--- src/lrupfr_pkg.sv ---
// ============================================================================
// lrupfr_pkg
// Shared types and constants for the LRU page frame replacer.
// ============================================================================
`default_nettype none

package lrupfr_pkg;

    // Sizing
    localparam int FRAMES    = 8;
    localparam int PAGE_BITS = 16;
    localparam int SLOT_W    = (FRAMES > 1) ? $clog2(FRAMES) : 1;
    localparam int RANK_W    = SLOT_W;
    localparam int CNT_W     = $clog2(FRAMES + 1);
    localparam int CFG_W     = 4;
    localparam int FAULT_W   = 32;
    localparam int OSLOT_W   = 3;

    localparam logic [CFG_W-1:0]   FRAMES_IN_USE_RST = CFG_W'(3);
    localparam logic [FAULT_W-1:0] FAULT_MAX         = {FAULT_W{1'b1}};

    typedef logic [FRAMES-1:0][PAGE_BITS-1:0] page_array_t;
    typedef logic [FRAMES-1:0][RANK_W-1:0]    rank_array_t;
    typedef logic [FRAMES-1:0]                valid_vec_t;

    // Per-frame state of the replacer, plus the shared fault count
    typedef struct packed {
        page_array_t          page;
        valid_vec_t           valid;
        rank_array_t          rank;
        logic [FAULT_W-1:0]   faults;
    } lrupfr_state_t;

    // One result item
    typedef struct packed {
        logic                 hit;
        logic [OSLOT_W-1:0]   frame_slot;
        logic                 evicted_valid;
        logic [PAGE_BITS-1:0] evicted_page;
        logic [FAULT_W-1:0]   fault_count;
    } lrupfr_result_t;

endpackage

`default_nettype wire

--- src/lrupfr_update.sv ---
// ============================================================================
// lrupfr_update
// Single-pass lookup, victim choice and state update for one page reference.
// ============================================================================
`default_nettype none

module lrupfr_update (
    input  lrupfr_pkg::lrupfr_state_t             cur_state,
    input  logic [lrupfr_pkg::CFG_W-1:0]           frames_in_use,
    input  logic [lrupfr_pkg::PAGE_BITS-1:0]       page_number,
    input  logic                                   end_of_sequence,
    output lrupfr_pkg::lrupfr_state_t             nxt_state,
    output lrupfr_pkg::lrupfr_result_t            result
);
    import lrupfr_pkg::*;

    valid_vec_t          in_use;
    valid_vec_t          hit_vec;
    valid_vec_t          empty_vec;
    logic                hit;
    logic                found;
    logic [SLOT_W-1:0]   hit_idx;
    logic [SLOT_W-1:0]   empty_idx;
    logic [SLOT_W-1:0]   lru_idx;
    logic [SLOT_W-1:0]   slot;
    logic [RANK_W-1:0]   old_rank;
    logic [CNT_W-1:0]    nv;
    logic                touch;
    logic [FAULT_W-1:0]  faults_upd;
    lrupfr_state_t       upd;

    // In-use mask: a zero register acts as one frame
    always_comb begin
        for (int i = 0; i < FRAMES; i++) begin
            in_use[i]    = (32'(frames_in_use) > 32'(i)) || (i == 0);
            hit_vec[i]   = in_use[i] && cur_state.valid[i] &&
                           (cur_state.page[i] == page_number);
            empty_vec[i] = in_use[i] && !cur_state.valid[i];
        end
    end

    // Lowest-index hit and lowest-index empty frame
    always_comb begin
        hit_idx   = '0;
        empty_idx = '0;
        for (int i = FRAMES - 1; i >= 0; i--) begin
            if (hit_vec[i]) begin
                hit_idx = SLOT_W'(i);
            end
            if (empty_vec[i]) begin
                empty_idx = SLOT_W'(i);
            end
        end
        hit   = |hit_vec;
        found = |empty_vec;
    end

    // Least recently used in-use frame, first lowest rank wins
    always_comb begin
        lru_idx = '0;
        for (int i = 1; i < FRAMES; i++) begin
            if (in_use[i] && (cur_state.rank[i] < cur_state.rank[lru_idx])) begin
                lru_idx = SLOT_W'(i);
            end
        end
    end

    assign nv       = CNT_W'($countones(cur_state.valid));
    assign slot     = hit ? hit_idx : (found ? empty_idx : lru_idx);
    assign old_rank = cur_state.rank[slot];
    assign touch    = hit || !found;

    // Saturating fault count, counted on every miss
    assign faults_upd = (hit || (cur_state.faults == FAULT_MAX)) ?
                        cur_state.faults : cur_state.faults + FAULT_W'(1);

    // Next frame contents and recency order
    always_comb begin
        upd        = cur_state;
        upd.faults = faults_upd;
        if (touch) begin
            for (int j = 0; j < FRAMES; j++) begin
                if (cur_state.valid[j] && (cur_state.rank[j] > old_rank)) begin
                    upd.rank[j] = cur_state.rank[j] - RANK_W'(1);
                end
            end
            upd.rank[slot] = RANK_W'(nv - CNT_W'(1));
        end else begin
            upd.rank[slot]  = RANK_W'(nv);
            upd.valid[slot] = 1'b1;
        end
        if (!hit) begin
            upd.page[slot] = page_number;
        end
    end

    // Sequence end clears the order, valid bits and count
    always_comb begin
        nxt_state = upd;
        if (end_of_sequence) begin
            nxt_state.valid  = '0;
            nxt_state.rank   = '0;
            nxt_state.faults = '0;
        end
    end

    // Result item
    always_comb begin
        result.hit           = hit;
        result.frame_slot    = OSLOT_W'(slot);
        result.evicted_valid = !hit && !found;
        result.evicted_page  = (!hit && !found) ? cur_state.page[slot] : '0;
        result.fault_count   = faults_upd;
    end

endmodule

`default_nettype wire

--- src/lru_page_frame_replacer_core.sv ---
// ============================================================================
// lru_page_frame_replacer_core
// Fully associative LRU page frame replacer with fault counting.
// ============================================================================
// Usage:
//   s_ channel carries one page reference per item (page number and an
//   end-of-sequence flag). m_ channel returns one result per item: hit flag,
//   frame slot now holding the page, evicted page (if any) and the running
//   fault count. Both channels use valid/ready.
//   cfg_wr_en/cfg_wr_data write frames_in_use (reset value 3); write it only
//   while no item is in flight.
//   An accepted item is registered in the input register; its result is then
//   registered in the result register once that has room, and shown on m_valid from then on.
//   Throughput: one item per cycle while the receiver keeps m_ready high; the
//   lookup compares all frames in parallel between the input and result registers.
//   Reset: all frames invalid, recency order and fault count cleared.
//   Receiver stall: the result register holds; the input register still takes
//   one more item, then s_ready drops until the result is taken.
//   An item with end_of_sequence set clears frames, order and count after
//   its own result is formed.
// ============================================================================
`default_nettype none

module lru_page_frame_replacer_core (
    input  logic                                aclk,
    input  logic                                aresetn,
    // configuration
    input  logic                                cfg_wr_en,
    input  logic [lrupfr_pkg::CFG_W-1:0]        cfg_wr_data,
    // input items
    input  logic                                s_valid,
    output logic                                s_ready,
    input  logic [lrupfr_pkg::PAGE_BITS-1:0]    s_page_number,
    input  logic                                s_end_of_sequence,
    // result items
    output logic                                m_valid,
    input  logic                                m_ready,
    output logic                                m_hit,
    output logic [lrupfr_pkg::OSLOT_W-1:0]      m_frame_slot,
    output logic                                m_evicted_valid,
    output logic [lrupfr_pkg::PAGE_BITS-1:0]    m_evicted_page,
    output logic [lrupfr_pkg::FAULT_W-1:0]      m_fault_count
);
    import lrupfr_pkg::*;

    logic [CFG_W-1:0]      frames_in_use_reg;
    logic                  in_valid_reg;
    logic [PAGE_BITS-1:0]  in_page_reg;
    logic                  in_eos_reg;
    logic                  out_valid_reg;
    lrupfr_result_t        out_reg;
    lrupfr_state_t         state_reg;
    lrupfr_state_t         state_next;
    lrupfr_result_t        out_next;
    logic                  advance;

    // Move the input item into the result register when there is room
    assign advance = in_valid_reg && (!out_valid_reg || m_ready);
    assign s_ready = !in_valid_reg || advance;
    assign m_valid = out_valid_reg;

    lrupfr_update u_update (
        .cur_state       (state_reg),
        .frames_in_use   (frames_in_use_reg),
        .page_number     (in_page_reg),
        .end_of_sequence (in_eos_reg),
        .nxt_state       (state_next),
        .result          (out_next)
    );

    // Configuration register
    always_ff @(posedge aclk) begin
        if (!aresetn) begin
            frames_in_use_reg <= FRAMES_IN_USE_RST;
        end else if (cfg_wr_en) begin
            frames_in_use_reg <= cfg_wr_data;
        end
    end

    // Input register
    always_ff @(posedge aclk) begin
        if (!aresetn) begin
            in_valid_reg <= 1'b0;
        end else if (s_ready) begin
            in_valid_reg <= s_valid;
        end
    end

    always_ff @(posedge aclk) begin
        if (s_valid && s_ready) begin
            in_page_reg <= s_page_number;
            in_eos_reg  <= s_end_of_sequence;
        end
    end

    // Frame state: control part cleared at reset, pages need no reset
    always_ff @(posedge aclk) begin
        if (advance) begin
            state_reg.page <= state_next.page;
        end
        if (!aresetn) begin
            state_reg.valid  <= '0;
            state_reg.rank   <= '0;
            state_reg.faults <= '0;
        end else if (advance) begin
            state_reg.valid  <= state_next.valid;
            state_reg.rank   <= state_next.rank;
            state_reg.faults <= state_next.faults;
        end
    end

    // Result register
    always_ff @(posedge aclk) begin
        if (!aresetn) begin
            out_valid_reg <= 1'b0;
        end else if (advance) begin
            out_valid_reg <= 1'b1;
        end else if (m_ready) begin
            out_valid_reg <= 1'b0;
        end
    end

    always_ff @(posedge aclk) begin
        if (advance) begin
            out_reg <= out_next;
        end
    end

    assign m_hit           = out_reg.hit;
    assign m_frame_slot    = out_reg.frame_slot;
    assign m_evicted_valid = out_reg.evicted_valid;
    assign m_evicted_page  = out_reg.evicted_page;
    assign m_fault_count   = out_reg.fault_count;

endmodule

`default_nettype wire
--- config.mk ---
export PLATFORM = sky130hd
export DESIGN_NAME = lru_page_frame_replacer_core
export DESIGN_NICKNAME = d
export VERILOG_FILES = /design/src/lrupfr_pkg.sv /design/src/lrupfr_update.sv /design/src/lru_page_frame_replacer_core.sv
export SDC_FILE = /design/constraint.sdc
export NUM_CORES = 1
export LEC_CHECK = 0
export ABC_CLOCK_PERIOD_IN_PS = 43600
export BUFFER_PORTS_ARGS = -buffer_cell sky130_fd_sc_hd__buf_2
export CAP_MARGIN = 20
export CORE_MARGIN = 2
export CORE_UTILIZATION = 27
export DETAILED_ROUTE_END_ITERATION = 16
export GPL_ROUTABILITY_DRIVEN = 0
export MAX_ROUTING_LAYER = met4
export RECOVER_POWER = 100
export SETUP_SLACK_MARGIN = 0.2
export SLEW_MARGIN = 25
export SYNTH_ARGS = -nofsm -noshare
export SYNTH_HDL_FRONTEND = slang
export SYNTH_SLANG_ARGS = --single-unit
--- constraint.sdc ---
create_clock -name aclk -period 43.6 [get_ports aclk]
set_input_delay 4.36 -clock aclk [delete_from_list [all_inputs] [get_ports aclk]]
set_output_delay 4.36 -clock aclk [all_outputs]
set_load 0.01 [all_outputs]
==> flow_summary_export.csv <==
group,metric,value,unit
timing,slew_headroom,-145.4,%
global_route,antenna_found_initial,0,
pwr,p_sw,173.8,uW
pwr,p_clk_share,38.4,%
layout,final_nets,1655,
synthesis,yosysSeqAreaShare,47.86,%
critical_path,endpoint,"state_reg[48]",
synthesis,ys_ff_latch,268,
die,die_x,242.4,um
critical_path,slowest_delay,1100,ps
outcome,status,"finished with violations",
worst_hold_path,hold_depth,2,
timing,hold_viol_final,0,
critical_path,ff2ff_setup_slack,23890,ps
route,drcViolationCount,0,
route,wire_per_inst,20.17,um
die,num_rows,87,
global_route,grt_pass1_vias,12010,
outcome,violations,"max-capacitance violations, max-slew violations",
critical_path,worstSetupPathType,"reg2reg",
layout,area.growth.synth_to_final,12.13,%
global_route,grt.total_usage,16.01,%
synthesis,syn_nets,1602,
clock_tree,insertion_delay,590,ps
synthesis,ys_types,97,
run,cap_viol_max_count,6,
pwr,seqPwrFrac,46.0,%
timing,min_period_over_period,45.21,%
route,drt_iter0_drc,1232,
timing,grt_setup_unrepaired,"no",
synthesis,synthMuxAreaShare,1.916,%
synthesis,synth_xor_area_share,9.472,%
pwr,power_switching_share,27.84,%
pwr,comb_power_share,15.5,%
synthesis,yosys_warnings,0,
synthesis,synth.top_cell.area_share,38.73,%
route,via_count,12530,
clock_tree,hold_buffers,0,
timing,min_period,19710,ps
route,ant_nets,0,
layout,diodes,0,
synthesis,synth_compound_area_share,16.92,%
global_route,grt_max_degree,62,
timing,maxSlewViolCount,214,
critical_path,crit_path_frequent_cell,"ha_1",
clock_tree,cts_buffer_depth,3,
place,port_buffers,80,
critical_path,rr_worst_depth,64,
route,vias_per_cell,5.313,
die,ios,81,
clock_tree,cts_buffers,29,
route,first_pass_iters,5,
synthesis,yosys.area_share.simple,15.72,%
clock_tree,cts.sinks,268,
synthesis,yosys.area.top_type,"edfxtp_1",
pwr,peakVddDrop,0.00003258,V
timing,worst_pin_slew,3680,ps
clock_tree,cts_resized,0,
die,core,0.05628,mm^2
timing,clock.fmax,50.73,MHz
clock_tree,cts_setup_buffers,0,
clock_tree,cts_htree_levels,1,
die,dieHeight,242.4,um
synthesis,synth-edff-count,198,
timing,finalSetupViolations,0,
synthesis,ys_top_cells_by_area,"edfxtp_1, dfxtp_1, xnor2_1",
synthesis,synth-adder-area-share,4.345,%
critical_path,worst_ep_arrival_time,20140,ps
place,hpwl,33.22,mm
synthesis,syn_inst,1527,
die,start_util,27.27,%
critical_path,startpoint,"state_reg[33]",
critical_path,crit_required,44030,ps
clock_tree,tritoncts,"yes",
synthesis,avgSynthCellArea,10.05,um^2
critical_path,cp-start-kind,"flip-flop",
pwr,p_leak,5.729,nW
timing,tns,0,ps
clock_tree,clkSlewWorstSetupHoldPaths,60,ps
critical_path,r2r-end,"state_reg[48]",
critical_path,slowest_stage,"a211oi_1",
synthesis,ys.flop_type,"edfxtp_1",
pwr,p_int,450.4,uW
die,die_area,0.05877,mm^2
worst_hold_path,hold_class,"reg2reg",
synthesis,synth_top_family_by_area,"compound AO/OA/AOI/OAI gates",
layout,largest_register_ffs,192,
global_route,grt_pass1_wl,72.16,mm
synthesis,synthesis.area,0.01535,mm^2
pwr,power.density,36.27,mW/mm^2
route,wirelength,47.55,mm
layout,drive_above_1_share,5.930,%
critical_path,cp-end-kind,"flip-flop",
synthesis,synth-async-reset-ratio,0,%
pwr,p_total,624.2,uW
critical_path,r2r-start,"state_reg[33]",
timing,fin_skew,31.51,ps
critical_path,worstPathMaxFanout,27,
clock_tree,clockRootBuffer,"clkbuf_16",
global_route,gr-total-overflow,0,
-- Yosys cell counts (all sizes together), types with 5 or more instances --
| library cell | number |
|---|---|
| and3 | 18 |
| or3 | 11 |
| a22oi | 33 |
| o211ai | 7 |
| o21a | 8 |
| o211a | 6 |
| or2 | 5 |
| a32o | 5 |
| o21ai | 72 |
| xor2 | 45 |
| a21o | 6 |
| clkbuf | 50 |
| nor2 | 122 |
| nor3 | 35 |
| and2 | 6 |
| o221ai | 5 |
| edfxtp | 198 |
| a221oi | 14 |
| a31oi | 10 |
| mux2i | 26 |
| buf | 34 |
| a211oi | 19 |
| o32ai | 5 |
| a22o | 9 |
| nor4 | 23 |
| xnor2 | 121 |
| ha | 46 |
| inv | 53 |
| or4 | 7 |
| nand2 | 171 |
| o22ai | 5 |
| dfxtp | 70 |
| nand3 | 48 |
| a211o | 6 |
| a21oi | 102 |
| nand2b | 11 |
| nand4 | 33 |
-- per-layer routing --
layer / global-route usage [%] / share of wire (%) / up-vias
li1: - / - / 5765
met1: 20.44 / 42 / 6044
met2: 25.96 / 47 / 586
met3: 2.426 / 7.4 / 134
met4: 5.211 / 3.9 / 0
met5: - / 0 / -
-- worst max-delay path: cells and delay by family (launching register included) --
| family | cells | cell delay, ps |
|---|---|---|
| compound gates | 33 | 10590 |
| flops | 1 | 490 |
| mux | 3 | 520 |
| fa+ha+maj | 8 | 2340 |
| simple gates | 15 | 3030 |
| buf+inv | 5 | 2540 |
-- how the worst min path moves through the flow --
stage                             start             to
after floorplan           state_reg[24]  state_reg[24]
after global placement    state_reg[31]  state_reg[31]
after detailed placement  state_reg[24]  state_reg[24]
after CTS                 state_reg[24]  state_reg[24]
after global routing       in_valid_reg        m_valid
final                      in_valid_reg        m_valid
-- cells in the final DEF (no fill, tap or decap), types with 7 or more instances in the layout --
cell type / netlist / routed
o211ai_1: 7 / 7
a31oi_1: 9 / 9
clkbuf_1: 50 / 87
and3_1: 18 / 18
xor2_1: 45 / 45
a22oi_1: 33 / 33
mux2i_1: 26 / 26
nor4_1: 21 / 22
a221oi_1: 14 / 14
a21oi_1: 97 / 101
edfxtp_1: 198 / 198
dfxtp_1: 70 / 70
o21ai_0: 60 / 66
o21a_1: 8 / 8
nand4_1: 33 / 33
or3_1: 9 / 9
nor2_1: 122 / 122
inv_1: 53 / 52
clkbuf_16: 0 / 29
xnor2_1: 121 / 121
a211oi_1: 14 / 19
ha_1: 46 / 46
nand2b_1: 11 / 11
or4_1: 7 / 7
nand2_1: 169 / 169
nor3_1: 32 / 32
nand3_1: 48 / 48
buf_2: 22 / 22
a22o_1: 9 / 9
-- logic make-up after synthesis --
family | Yosys count
AND/OR/NAND/NOR | 506
AO/OA/AOI/OAI | 369
flip-flops | 268
XOR/XNOR | 166
buffers and inverters | 137
adder cells (fa/ha/maj) | 52
multiplexers | 29
-- metrics by stage --
stage	setup WS [ps]	area (um^2)	hold slack (ps)	instances	utilization [%]
detailed placement	27130	16550	510.5	2305	29.41
global placement	27500	16550	493.1	2305	29.40
global route	22390	17210	555.4	2358	30.58
floorplan	29840	15350	474.4	1527	-
CTS	27070	17460	525.9	2358	31.02
finish	23890	17210	516.8	2358	30.58
-- cell type report --
class	instances	area, um^2
clock buffers	37	755.7
clock inverters	16	148.9
fillers	5842	39070
inverters	53	200.2
multi-input cells	1122	7370
flip-flops and latches	268	7347
well taps	756	945.9
repair buffers	106	444.2
-- power groups by stage --
stage / clock network, mW / logic, mW / registers, mW
global route: 0.254 / 0.106 / 0.288
CTS: 0.245 / 0.0989 / 0.287
detailed placement: 0 / 0.0984 / 0.293
finish: 0.240 / 0.0968 / 0.287
global placement: 0 / 0.0962 / 0.292
floorplan: 0 / 0.0752 / 0.289
(Power assumes the default switching activity.)
